==> src/sv/edf_thread_scheduler_assert.svh <==
// assertion macros for the scheduler
`ifndef EDF_THREAD_SCHEDULER_ASSERT_SVH
`define EDF_THREAD_SCHEDULER_ASSERT_SVH

// same-cycle implication, sampled on clk, off during reset
`define EDFS_ASSERT_NOW(label, ante, cons, msg) \
	label: assert property (@(posedge clk) disable iff (!arst_n) (ante) |-> (cons)) \
		else $error(msg);

// next-cycle implication, sampled on clk, off during reset
`define EDFS_ASSERT_NEXT(label, ante, cons, msg) \
	label: assert property (@(posedge clk) disable iff (!arst_n) (ante) |=> (cons)) \
		else $error(msg);

`endif

==> src/sv/edfs_pkg.sv <==
package edfs_pkg;

	// table size and derived widths
	localparam int MAX_TASKS = 8;
	localparam int TIDX_W    = (MAX_TASKS > 1) ? $clog2(MAX_TASKS) : 1;
	localparam int CUR_W     = TIDX_W + 1;
	localparam logic [CUR_W-1:0] IDLE_IDX = CUR_W'(MAX_TASKS);

	// fixed field widths
	localparam int CMD_W   = 3;
	localparam int IDX_W   = 3;
	localparam int TICKS_W = 16;
	localparam int TIMER_W = 32;
	localparam int CNT_W   = 4;
	localparam int RUN_W   = 4;

	typedef enum logic [CMD_W-1:0] {
		CMD_TICK   = 3'd0,
		CMD_YIELD  = 3'd1,
		CMD_SLEEP  = 3'd2,
		CMD_DEFINE = 3'd3,
		CMD_START  = 3'd4
	} cmd_t;

	typedef enum logic [1:0] {
		ST_WAITING  = 2'd0,
		ST_SLEEPING = 2'd1,
		ST_ACTIVE   = 2'd2
	} status_t;

	typedef enum logic [2:0] {
		S_IDLE,
		S_CUR,
		S_DEF,
		S_TICK,
		S_FIN,
		S_PICK,
		S_SET,
		S_DONE
	} state_t;

	// one thread table entry as stored in memory
	typedef struct packed {
		status_t              status;
		logic [TIMER_W-1:0]   timer;
		logic [TICKS_W-1:0]   deadline;
		logic [TICKS_W-1:0]   period;
	} entry_t;

	typedef struct packed {
		logic [CMD_W-1:0]   cmd;
		logic [IDX_W-1:0]   thread_index;
		logic [TICKS_W-1:0] deadline_ticks;
		logic [TICKS_W-1:0] period_ticks;
		logic [TICKS_W-1:0] sleep_ticks;
	} req_word_t;

	typedef struct packed {
		logic [RUN_W-1:0] running_thread;
		logic             switched;
		logic             deadline_missed;
	} rsp_word_t;

endpackage

==> src/sv/edfs_ram.sv <==
module edfs_ram #(
	parameter int WIDTH = 8,
	parameter int DEPTH = 8
) (
	input  logic                                      clk,
	input  logic                                      we,
	input  logic [((DEPTH > 1) ? $clog2(DEPTH) : 1)-1:0] waddr,
	input  logic [WIDTH-1:0]                          wdata,
	input  logic [((DEPTH > 1) ? $clog2(DEPTH) : 1)-1:0] raddr,
	output logic [WIDTH-1:0]                          rdata
);

	logic [WIDTH-1:0] mem [DEPTH];

	// one write port, registered read port
	always_ff @(posedge clk) begin
		if (we) begin
			mem[waddr] <= wdata;
		end
		rdata <= mem[raddr];
	end

endmodule

==> src/sv/edf_thread_scheduler.sv <==
// channel   dir   handshake             word
// cfg       in    cfg_wen               cfg_wdata (thread count)
// req       in    req_valid/req_stall   req_word (command)
// rsp       out   rsp_valid/rsp_stall   rsp_word (running thread, flags)
//
// tick sweeps the active threads to update their timers and, on a switch,
// sweeps them again to pick; yield and sleep only pick; others do not sweep.
// the table memory is swept one entry a cycle, for update and then for pick.
// reset is asynchronous; unwritten entries read as waiting with zero timer
// through per-entry valid bits, so no clearing pass is needed.
// req_stall is high while a command is in progress; a stalled response holds
// the block in its done state.
`include "edf_thread_scheduler_assert.svh"

module edf_thread_scheduler (
	input  logic                      clk,
	input  logic                      arst_n,
	input  logic                      cfg_wen,
	input  logic [edfs_pkg::CNT_W-1:0] cfg_wdata,
	input  logic                      req_valid,
	output logic                      req_stall,
	input  edfs_pkg::req_word_t       req_word,
	output logic                      rsp_valid,
	input  logic                      rsp_stall,
	output edfs_pkg::rsp_word_t       rsp_word
);

	import edfs_pkg::*;

	// requeue a thread that gives up the processor
	function automatic entry_t requeue(input entry_t e);
		entry_t r;
		r = e;
		if (e.period != '0) begin
			r.status = ST_SLEEPING;
			r.timer  = TIMER_W'(e.period);
		end else begin
			r.status = ST_WAITING;
			r.timer  = TIMER_W'(e.deadline);
		end
		return r;
	endfunction

	// entries never written read as waiting with zero timer
	function automatic entry_t eff_entry(input logic vld, input entry_t raw);
		entry_t r;
		r = raw;
		if (!vld) begin
			r.status = ST_WAITING;
			r.timer  = '0;
		end
		return r;
	endfunction

	state_t             state_q, state_d;
	req_word_t          req_q, req_d;
	logic [CNT_W-1:0]   cnt_q;
	logic [CUR_W-1:0]   cur_q, cur_d;
	logic [MAX_TASKS-1:0] valid_q;
	logic [TIDX_W-1:0]  i_q, i_d;
	entry_t             creg_q, creg_d;
	logic               pre_q, pre_d;
	logic               leave_q, leave_d;
	logic               missed_q, missed_d;
	logic               sw_q, sw_d;
	logic               found_q, found_d;
	logic [TIDX_W-1:0]  best_q, best_d;
	entry_t             best_ent_q, best_ent_d;
	rsp_word_t          rsp_q;
	logic               rsp_valid_q;
	logic               rd_vld_s1;

	logic                    ram_we;
	logic [TIDX_W-1:0]       ram_waddr, ram_raddr;
	entry_t                  wr_ent;
	logic [$bits(entry_t)-1:0] ram_rdata;
	entry_t                  rd_ent;

	logic [CUR_W-1:0]   n_act;
	logic               last;
	logic               cur_real;
	logic [TIDX_W-1:0]  c_idx;
	logic               rsp_load;
	logic               c_expired;
	entry_t             e_mod;
	logic [TIMER_W-1:0] t_dec;
	logic [TIMER_W-1:0] tc_eff;

	edfs_ram #(
		.WIDTH($bits(entry_t)),
		.DEPTH(MAX_TASKS)
	) u_table (
		.clk  (clk),
		.we   (ram_we),
		.waddr(ram_waddr),
		.wdata(wr_ent),
		.raddr(ram_raddr),
		.rdata(ram_rdata)
	);

	// derived control values
	assign n_act    = (int'(cnt_q) > MAX_TASKS) ? CUR_W'(MAX_TASKS) : CUR_W'(cnt_q);
	assign last     = (({1'b0, i_q} + 1'b1) == n_act);
	assign cur_real = (int'(cur_q) < MAX_TASKS);
	assign c_idx    = cur_q[TIDX_W-1:0];
	assign rd_ent   = eff_entry(rd_vld_s1, entry_t'(ram_rdata));
	assign rsp_load = (state_q == S_DONE) && (!rsp_valid_q || !rsp_stall);
	assign c_expired = cur_real && ($signed(creg_q.timer) <= 0);

	assign req_stall = (state_q != S_IDLE);
	assign rsp_valid = rsp_valid_q;
	assign rsp_word  = rsp_q;

	// state register
	always_ff @(posedge clk or negedge arst_n) begin
		if (!arst_n) begin
			state_q <= S_IDLE;
		end else begin
			state_q <= state_d;
		end
	end

	// sequencer: next state, table access and working values
	always_comb begin
		state_d    = state_q;
		req_d      = req_q;
		cur_d      = cur_q;
		i_d        = i_q;
		creg_d     = creg_q;
		pre_d      = pre_q;
		leave_d    = leave_q;
		missed_d   = missed_q;
		sw_d       = sw_q;
		found_d    = found_q;
		best_d     = best_q;
		best_ent_d = best_ent_q;
		ram_we     = 1'b0;
		ram_waddr  = i_q;
		ram_raddr  = '0;
		wr_ent     = rd_ent;
		e_mod      = rd_ent;
		t_dec      = rd_ent.timer - 1'b1;
		tc_eff     = creg_q.timer;

		unique case (state_q)
			S_IDLE: begin
				ram_raddr = (req_word.cmd == CMD_START) ? '0 : c_idx;
				if (req_valid) begin
					req_d    = req_word;
					sw_d     = 1'b0;
					missed_d = 1'b0;
					pre_d    = 1'b0;
					leave_d  = 1'b0;
					found_d  = 1'b0;
					i_d      = '0;
					unique case (req_word.cmd)
						CMD_TICK, CMD_YIELD, CMD_SLEEP, CMD_START: state_d = S_CUR;
						CMD_DEFINE: state_d = S_DEF;
						default: state_d = S_DONE;
					endcase
				end
			end

			S_DEF: begin
				if (int'(req_q.thread_index) < MAX_TASKS) begin
					ram_we          = 1'b1;
					ram_waddr       = TIDX_W'(req_q.thread_index);
					wr_ent.status   = ST_WAITING;
					wr_ent.timer    = TIMER_W'(req_q.deadline_ticks);
					wr_ent.deadline = req_q.deadline_ticks;
					wr_ent.period   = req_q.period_ticks;
				end
				state_d = S_DONE;
			end

			// running thread entry (entry 0 on start) has arrived
			S_CUR: begin
				creg_d = rd_ent;
				unique case (req_q.cmd)
					CMD_START: begin
						sw_d = 1'b1;
						if (n_act != '0) begin
							cur_d         = '0;
							ram_we        = 1'b1;
							ram_waddr     = '0;
							wr_ent.status = ST_ACTIVE;
						end else begin
							cur_d = IDLE_IDX;
						end
						state_d = S_DONE;
					end
					CMD_TICK: begin
						state_d = (n_act == '0) ? S_FIN : S_TICK;
					end
					CMD_YIELD, CMD_SLEEP: begin
						sw_d = 1'b1;
						if (req_q.cmd == CMD_SLEEP) begin
							e_mod.status = ST_SLEEPING;
							e_mod.timer  = TIMER_W'(req_q.sleep_ticks);
						end
						if (e_mod.period != '0 || e_mod.status != ST_SLEEPING) begin
							e_mod = requeue(e_mod);
						end
						if (cur_real) begin
							ram_we    = 1'b1;
							ram_waddr = c_idx;
							wr_ent    = e_mod;
							creg_d    = e_mod;
						end
						state_d = (n_act == '0) ? S_SET : S_PICK;
					end
					default: state_d = S_DONE;
				endcase
			end

			// timer update sweep, entry i_q
			S_TICK: begin
				e_mod       = rd_ent;
				e_mod.timer = t_dec;
				if (!($signed(t_dec) > 0)) begin
					if (rd_ent.status == ST_WAITING) begin
						missed_d = 1'b1;
					end
					if (rd_ent.status == ST_SLEEPING) begin
						e_mod.status = ST_WAITING;
						e_mod.timer  = TIMER_W'(rd_ent.deadline);
						if (!cur_real) begin
							leave_d = 1'b1;
						end else begin
							tc_eff = (i_q == c_idx) ? e_mod.timer : creg_q.timer;
							if ($signed(e_mod.timer) < $signed(tc_eff) ||
							    (e_mod.timer == tc_eff && i_q < c_idx)) begin
								pre_d = 1'b1;
							end
						end
					end
				end
				ram_we    = 1'b1;
				ram_waddr = i_q;
				wr_ent    = e_mod;
				if (cur_real && i_q == c_idx) begin
					creg_d = e_mod;
				end
				ram_raddr = i_q + 1'b1;
				i_d       = i_q + 1'b1;
				if (last) begin
					state_d = S_FIN;
				end
			end

			// decide on rescheduling after the sweep
			S_FIN: begin
				i_d = '0;
				if (pre_q || leave_q || c_expired) begin
					sw_d = 1'b1;
					if (pre_q) begin
						e_mod        = creg_q;
						e_mod.status = ST_WAITING;
					end else begin
						e_mod = requeue(creg_q);
					end
					if (cur_real) begin
						ram_we    = 1'b1;
						ram_waddr = c_idx;
						wr_ent    = e_mod;
						creg_d    = e_mod;
					end
					state_d = (n_act == '0) ? S_SET : S_PICK;
				end else begin
					state_d = S_DONE;
				end
			end

			// minimum search sweep; the running entry comes from its register
			S_PICK: begin
				e_mod = (cur_real && i_q == c_idx) ? creg_q : rd_ent;
				if (e_mod.status == ST_WAITING &&
				    (!found_q || $signed(e_mod.timer) < $signed(best_ent_q.timer))) begin
					found_d    = 1'b1;
					best_d     = i_q;
					best_ent_d = e_mod;
				end
				ram_raddr = i_q + 1'b1;
				i_d       = i_q + 1'b1;
				if (last) begin
					state_d = S_SET;
				end
			end

			S_SET: begin
				if (found_q) begin
					cur_d         = {1'b0, best_q};
					ram_we        = 1'b1;
					ram_waddr     = best_q;
					wr_ent        = best_ent_q;
					wr_ent.status = ST_ACTIVE;
				end else begin
					cur_d = IDLE_IDX;
				end
				state_d = S_DONE;
			end

			S_DONE: begin
				if (rsp_load) begin
					state_d = S_IDLE;
				end
			end

			default: state_d = S_IDLE;
		endcase
	end

	// control registers
	always_ff @(posedge clk or negedge arst_n) begin
		if (!arst_n) begin
			cnt_q       <= '0;
			cur_q       <= IDLE_IDX;
			valid_q     <= '0;
			rsp_valid_q <= 1'b0;
		end else begin
			if (cfg_wen) begin
				cnt_q <= cfg_wdata;
			end
			cur_q <= cur_d;
			if (ram_we) begin
				valid_q[ram_waddr] <= 1'b1;
			end
			if (rsp_load) begin
				rsp_valid_q <= 1'b1;
			end else if (!rsp_stall) begin
				rsp_valid_q <= 1'b0;
			end
		end
	end

	// working and payload registers
	always_ff @(posedge clk) begin
		req_q      <= req_d;
		i_q        <= i_d;
		creg_q     <= creg_d;
		pre_q      <= pre_d;
		leave_q    <= leave_d;
		missed_q   <= missed_d;
		sw_q       <= sw_d;
		found_q    <= found_d;
		best_q     <= best_d;
		best_ent_q <= best_ent_d;
		rd_vld_s1  <= valid_q[ram_raddr];
		if (rsp_load) begin
			rsp_q.running_thread  <= RUN_W'(cur_q);
			rsp_q.switched        <= sw_q;
			rsp_q.deadline_missed <= missed_q;
		end
	end

	// checks
	`EDFS_ASSERT_NEXT(a_accept_leaves_idle, req_valid && !req_stall, state_q != S_IDLE,
		"accepted word did not start processing")
	`EDFS_ASSERT_NOW(a_missed_only_tick, rsp_load && missed_q, req_q.cmd == CMD_TICK,
		"missed deadline flagged on a command other than tick")
	`EDFS_ASSERT_NOW(a_cur_in_range, state_q == S_DONE, int'(cur_q) <= MAX_TASKS,
		"running thread index out of range")
	`EDFS_ASSERT_NOW(a_pick_waiting, state_q == S_SET && found_q,
		best_ent_q.status == ST_WAITING, "picked thread was not waiting")

endmodule

==> config.mk <==
export PLATFORM = sky130hd
export DESIGN_NAME = edf_thread_scheduler
export DESIGN_NICKNAME = d
export VERILOG_FILES = /design/src/sv/edfs_pkg.sv /design/src/sv/edfs_ram.sv /design/src/sv/edf_thread_scheduler.sv
export VERILOG_INCLUDE_DIRS = /design/src /design/src/sv
export SDC_FILE = /design/constraint.sdc
export NUM_CORES = 1
export LEC_CHECK = 0
export ABC_AREA = 1
export BUFFER_PORTS_ARGS = -buffer_cell sky130_fd_sc_hd__buf_2
export CORE_ASPECT_RATIO = 1.75
export CORE_MARGIN = 4
export CORE_UTILIZATION = 55
export DETAILED_ROUTE_END_ITERATION = 6
export PLACE_DENSITY = 0.78
export SETUP_SLACK_MARGIN = 0.5
export SYNTH_ARGS = -nofsm -noshare
export SYNTH_HDL_FRONTEND = slang
export SYNTH_SLANG_ARGS = --single-unit
==> constraint.sdc <==
create_clock -name clk -period 13.5 [get_ports clk]
set_input_delay 0 -clock clk [delete_from_list [all_inputs] [get_ports clk]]
set_output_delay 0 -clock clk [all_outputs]
set_load 0.02 [all_outputs]
# After elaboration in Yosys (flattened, before gate mapping)
# Memories as Yosys holds them, arrays and structs flattened. A register that Yosys moved wholly into a read port is not among the register bits.
# Index checks and enable logic that the tools add are counted.
# totals
in_bits	63
memories	1
elab_cells	209
regBits	222
output_inout_bits	8
mem_bits_rw	528
# op_classes
n_addsub	3
eq_ne	36
n_bitwise	1
reduce_logical	48
magnitude_cmp	10
mux	82
# memory_table
memory	depth	width	read_ports	rd_ports_with_merged_regs	write_ports	line_no	source
u_table.mem	8	66	1	1	1	edfs_ram.sv:13	logic [WIDTH-1:0] mem [DEPTH];
# ops
operator	n
66-bit two-way mux	10
66-bit case mux with 5 select lines	1
34-bit two-way mux	6
66-bit case mux with 3 select lines	1
33-bit two-way mux	2
65-bit two-way mux	1
64-bit two-way mux	1
3-bit two-way mux	11
16-bit by 32-bit == test with 1-bit output	1
32-bit by 1-bit > comparator with 1-bit output (second input constant)	1
32-bit by 1-bit less-or-equal comparator with 1-bit output (second input constant)	1
17-bit by 32-bit less-than comparator with 1-bit output	1
32-bit less-than comparator	1
32-bit two-way mux	1
2-bit != test (second input constant)	16
16-bit nonzero test	2
32-bit by 1-bit subtractor with 32-bit output (second input constant)	1
3-bit case mux with 2 select lines	4
1-bit two-way mux	23
3-bit case mux with 7 select lines	1
3-bit == test (second input constant)	6
4-bit two-way mux	4
4-bit AND reduction	4
3-bit by 2-bit == test with 1-bit output (second input constant)	5
other kinds (39)	75

# Depth between registers and ports, before layout
# depth
word_depth	11
depth_mapped	23
ltp_nobuf	21

# Hierarchy
# From an unflattened synthesis, not the netlist that was laid out.
# hier_totals
hier_cells	4522
hier_area_um2	40402.5
# by_module_without_submodules
module	cells_per_inst	area_each_um2	n_inst	seq_area_each_um2
edfs_ram	2365	24263.3	1	17176.5
edf_thread_scheduler	2157	16139.2	1	6557.5

# Worst setup path before layout
# Ideal clock, no wire load.
# synth_timing
kind	register to register
startpoint	register creg_q[58] (netlist bit)
endpoint	memory u_table.mem[1][0] (netlist bit), enable pin
n_path_buf	0
setup_slack_ps	8358
synth_period_minus_slack_ps	5142
stages_incl_launch_ff	14
arrival_ps	4650
path_cell_list	edfxtp_1 > nor2_1 > nand2_1 > nor2_1 > nand2_1 > o21ai_0 > nand2_1 > nand2_1 > nand2_1 > nor2_2 > inv_2 > nand2_1 > nand2_1 > nor2_1
# synth_via
elab_chain_cells	7
elab_cells_between_ends	9
cone_classes	order compare: 1; mux: 6; reduce/logical: 2
# synth_lines
item	line_no	source
start, declared	edf_thread_scheduler.sv:61	entry_t creg_q, creg_d;
start signal, assigned	edf_thread_scheduler.sv:340	creg_q <= creg_d;
32-bit by 1-bit less-or-equal comparator with 1-bit output (*)	edf_thread_scheduler.sv:108	assign c_expired = cur_real && ($signed(creg_q.timer) <= 0);
1-bit logical AND (*)	edf_thread_scheduler.sv:108	
1-bit logical OR (*)	edf_thread_scheduler.sv:254	if (pre_q || leave_q || c_expired) begin
1-bit two-way mux	edf_thread_scheduler.sv:254	
1-bit case mux with 4 select lines	edf_thread_scheduler.sv:145	unique case (state_q)
1-bit two-way mux	edfs_ram.sv:17	if (we) begin
1-bit two-way mux (not written as such)	edfs_ram.sv:18	mem[waddr] <= wdata;
end, declared	edfs_ram.sv:13	
# Every way passes the cells marked *; elsewhere a longest branch is shown, timed or not.

# Worst setup path after layout
# layout_timing
startpoint	register i_q[0]
endpoint	register best_q[0], enable pin
# layout_via
elab_chain_cells	7
elab_cells_between_ends	8
cone_classes	order compare: 1; eq/ne: 1; mux: 1; reduce/logical: 5
# layout_lines
item	line_no	source
start, declared	edf_thread_scheduler.sv:60	logic [TIDX_W-1:0] i_q, i_d;
start signal, assigned	edf_thread_scheduler.sv:339	i_q <= i_d;
3-bit == test (*)	edf_thread_scheduler.sv:276	e_mod = (cur_real && i_q == c_idx) ? creg_q : rd_ent;
1-bit logical AND (*)	edf_thread_scheduler.sv:276	
66-bit two-way mux (*)	edf_thread_scheduler.sv:276	
32-bit less-than comparator	edf_thread_scheduler.sv:278	(!found_q || $signed(e_mod.timer) < $signed(best_ent_q.timer))) begin
1-bit logical OR	edf_thread_scheduler.sv:278	
1-bit logical AND (*)	edf_thread_scheduler.sv:277	if (e_mod.status == ST_WAITING &&
2-bit AND reduction (no source line) (*)	--	
end signal, assigned	edf_thread_scheduler.sv:346	best_q <= best_d;
end, declared	edf_thread_scheduler.sv:67	logic [TIDX_W-1:0] best_q, best_d;
# Marks and branches as above.
# A chain may end at the register's enable or synchronous reset.

==> impl_metrics.tcl <==
set metrics [dict create \
    floorplan.core_area_mm2 0.0675 \
    final.fill_count 5400 \
    top_layer "met4" \
    area.sequential_mm2 0.0237 \
    worstHoldPathType "primary input to flip-flop" \
    htree_depth 3 \
    synth.yosys.seq_area_share_pct 63.4 \
    critPathTopFamily "buffers and inverters" \
    worst_setup_path_end_kind "flip-flop" \
    routed_length_per_instance_um 24.9 \
    grt_overflow 0 \
    insertion_delay_ps 650 \
    maxCapViolations 0 \
    cts_buffers 72 \
    synth.net_count 3777 \
    power.static_leakage_nw 15.5 \
    vdd.ir_drop.worst_mv 0.149 \
    path_clk_slew_ps 70 \
    detailroute.via_count 29396 \
    cts_tree "done" \
    ys_warn_count 0 \
    port_buffers 70 \
    setup_repair_after_global_routing_missed_its_margin "false" \
    clockRootBuffer "sky130_fd_sc_hd__clkbuf_16" \
    floorplan.initialDensity_pct 55.5 \
    multiInputGateArea_mm2 0.0120 \
    dp.final_hpwl_mm 74.2 \
    postSynthCellCount 3662 \
    cp_num_buf_inv 6 \
    maximum_clock_skew_at_final_layout_ps 22.3 \
    totalWireLength_mm 117 \
    globalRouteTotalUtil_pct 31.7 \
    cp_cell_sequence "inv_1 > ha_1 > nand3_1 > buf_4 > nor2_4 > buf_4 > o21ai_0 > ha_1 > nand4_1 > nor4_1 > inv_1 > nor4_1 > nand2_1 > nand2_1 > nand2_1 > nand3_1 > nand2_1 > inv_2 > buf_4" \
    cts_sinks 816 \
    detail_route.wirelength.met1_mm 38.6 \
    largest_net_degree_at_the_start_of_global_routing 137 \
    fin_crit_sh_pct 44.5 \
    synth_edf_count 729 \
    critical_path_most_common_cell "sky130_fd_sc_hd__nand2_1" \
    dieHeight_um 353 \
    report.final.hold_viol_count 0 \
    timing.critical_path.fanout_max 100 \
    top_level_ports 71 \
    mappedNetlistArea_mm2 0.0375 \
    layout-drive-gt1-share_pct 8.66 \
    timing.final.setup_violations 0 \
    hold-worst-slack_ps 62.3 \
    worst-endpoint-arrival_ps 6250 \
    timing.final.max_slew_violations 0 \
    number_of_global_route_vias_before_repair 28815 \
    routed-wl-met2_mm 58.0 \
    synthesis.area_per_instance_um2 10.2 \
    wire_length_of_the_first_global_routing_pass_mm 174 \
    cp_data_required_time_ps 13750 \
    dieWidth_um 205 \
    clock.fmax_mhz 167 \
    relSlewSlack_pct 18.0 \
    slowest_stage "sky130_fd_sc_hd__buf_4" \
    synthTopCellsByCount "729 x sky130_fd_sc_hd__edfxtp_1, 654 x sky130_fd_sc_hd__nor2_1, 499 x sky130_fd_sc_hd__nand2_1" \
    status "complete, no violations" \
    worst_pin_slew_ps 1230 \
    vias_per_cell 6.28 \
    first_pass_iters 6 \
    yosys_register_bits 816 \
    synth-async-reset-ratio_pct 2.45 \
    design.final.nets 3842 \
    globalplace.congestion 1.08 \
    synth_top_cell_area_share_pct 58.4 \
    drt_drc_violations_left 0 \
    critPathLaunchType "flip-flop" \
    library_cell_with_the_highest_instance_count_after_synthesis "sky130_fd_sc_hd__edfxtp_1" \
    syn2layout_area_growth_pct 11.7 \
    timing.setup.critical_path_class "flip-flop to flip-flop" \
    postSynth.topFlopCell "sky130_fd_sc_hd__edfxtp_1" \
    power_density_mw_per_mm2 296 \
    synth.top_cells.by_area "sky130_fd_sc_hd__edfxtp_1 58%, sky130_fd_sc_hd__nor2_1 6.6%, sky130_fd_sc_hd__o21ai_0 6.0%" \
    post-route-min-period_ps 6000 \
    antenna_found_initial 0 \
    yosys.cell_types.count 56 \
    cts.path.max_buffers 3 \
    floorplan.die_area_mm2 0.0725 \
    diodes 0 \
    first_iter_violations 3543 \
    antenna_violating_nets_post_route 0 \
    regToRegSetupSlack_ps 7500 \
    routed-wl-met3_mm 9.59 \
    netlist.top_cell.by_area "sky130_fd_sc_hd__edfxtp_1" \
    rows 126 \
    timing.critical_path.slowest_cell_delay_ps 840 \
    finalSetupTns_ps 0 \
]
==> sequential cells by signal, indices dropped and copies added (netlist names), 4 cells and up <==
signal,cells
u_table.mem,528
creg_q,66
u_table.rdata,66
best_ent_q,64
req_q,54
valid_q,8
rsp_word,6
cnt_q,4
cur_q,4
==> cell usage in the layout (no fill, tap or decap), drive strengths merged, types with 2 or more instances in the layout <==
master / synthesis / routed
edfxtp: 729 / 729
nor2: 669 / 669
nand2: 529 / 529
o21ai: 451 / 451
inv: 247 / 253
nand3: 219 / 219
buf: 51 / 125
a21oi: 109 / 109
clkbuf: 153 / 88
o22ai: 76 / 76
a31oi: 73 / 73
dlygate4sd3: 0 / 70
dfxtp: 67 / 67
a221oi: 53 / 53
ha: 52 / 52
o211ai: 29 / 29
clkinv: 3 / 27
dfrtp: 19 / 19
nand4: 17 / 17
o221ai: 16 / 16
nor3: 16 / 16
a22oi: 15 / 15
bufinv: 0 / 13
o2111ai: 11 / 11
o31ai: 11 / 11
nand3b: 11 / 11
a211oi: 8 / 8
or2: 5 / 5
xor2: 3 / 3
and3: 3 / 3
nor4: 3 / 3
o21a: 3 / 3
clkinvlp: 0 / 3
a32oi: 2 / 2
==> routing by layer <==
metal	vias up	global-route usage, %
met4	0	23.5
met3	539	5.49
met5	-	0
met2	1718	53.9
li1	13113	-
met1	14026	35.4
==> timing repair <==
action | CTS | global route
gates resized for setup | 0 | 0
hold buffers | 70 | 0
setup buffers | 0 | 0
hold endpoints to repair | 90 | 0
==> through the flow <==
step           instance area [um^2]  cells  total power [mW]  util, %  setup WS [ps]
2_1_floorplan                 37500   3662              8.10        -           8360
3_3_place_gp                  38600   4479              9.88     57.2           7610
3_5_place_dp                  38600   4479              10.0     57.2           7630
4_1_cts                       41900   4683              12.3     62.0           7600
5_1_grt                       41900   4683              13.0     62.0           7190
6_report                      41900   4683              12.4     62.0           7500
==> where the power goes <==
| group | internal, mW | switching [mW] | total [mW] |
|---|---|---|---|
| Clock | 1.28 | 0.956 | 2.23 |
| Sequential | 4.29 | 0.368 | 4.66 |
| Combinational | 1.42 | 4.08 | 5.49 |
| Total | 6.98 | 5.40 | 12.4 |
==> cell families (layout without fill, tap and decap cells) <==
family                   Yosys count  count (layout)  share of synthesized area (%)
adder cells (fa/ha/maj)           52              52                           1.74
buffers and inverters            454             579                           4.84
XOR/XNOR                           4               4                         0.0935
multiplexers                       1               1                         0.0301
flip-flops                       816             816                           63.4
AO/OA/AOI/OAI                    861             861                           13.4
AND/OR/NAND/NOR                 1474            1474                           16.5
==> path summary, 6_finish.rpt <==
kind / cells after the start / to / start
hold reg to reg: 0 / rsp_word[0] / missed_q
setup / recovery: 19 / best_q[0] / i_q[0]
setup reg to reg: 19 / best_q[0] / i_q[0]
hold / removal: 2 / req_q[48] / req_word[48]
min in group asynchronous: 3 / cur_q[3] / arst_n
max in group asynchronous: 4 / valid_q[4] / arst_n
==> final cells by class <==
cell class / instances / area share [%]
flip-flops and latches: 816 / 56.7
multi-input cells: 2392 / 28.8
clock buffers: 88 / 4.59
repair buffers: 195 / 3.53
well taps: 896 / 2.68
inverters: 250 / 2.26
clock inverters: 46 / 1.46
No activity file was read; power rests on OpenSTA's default activity.
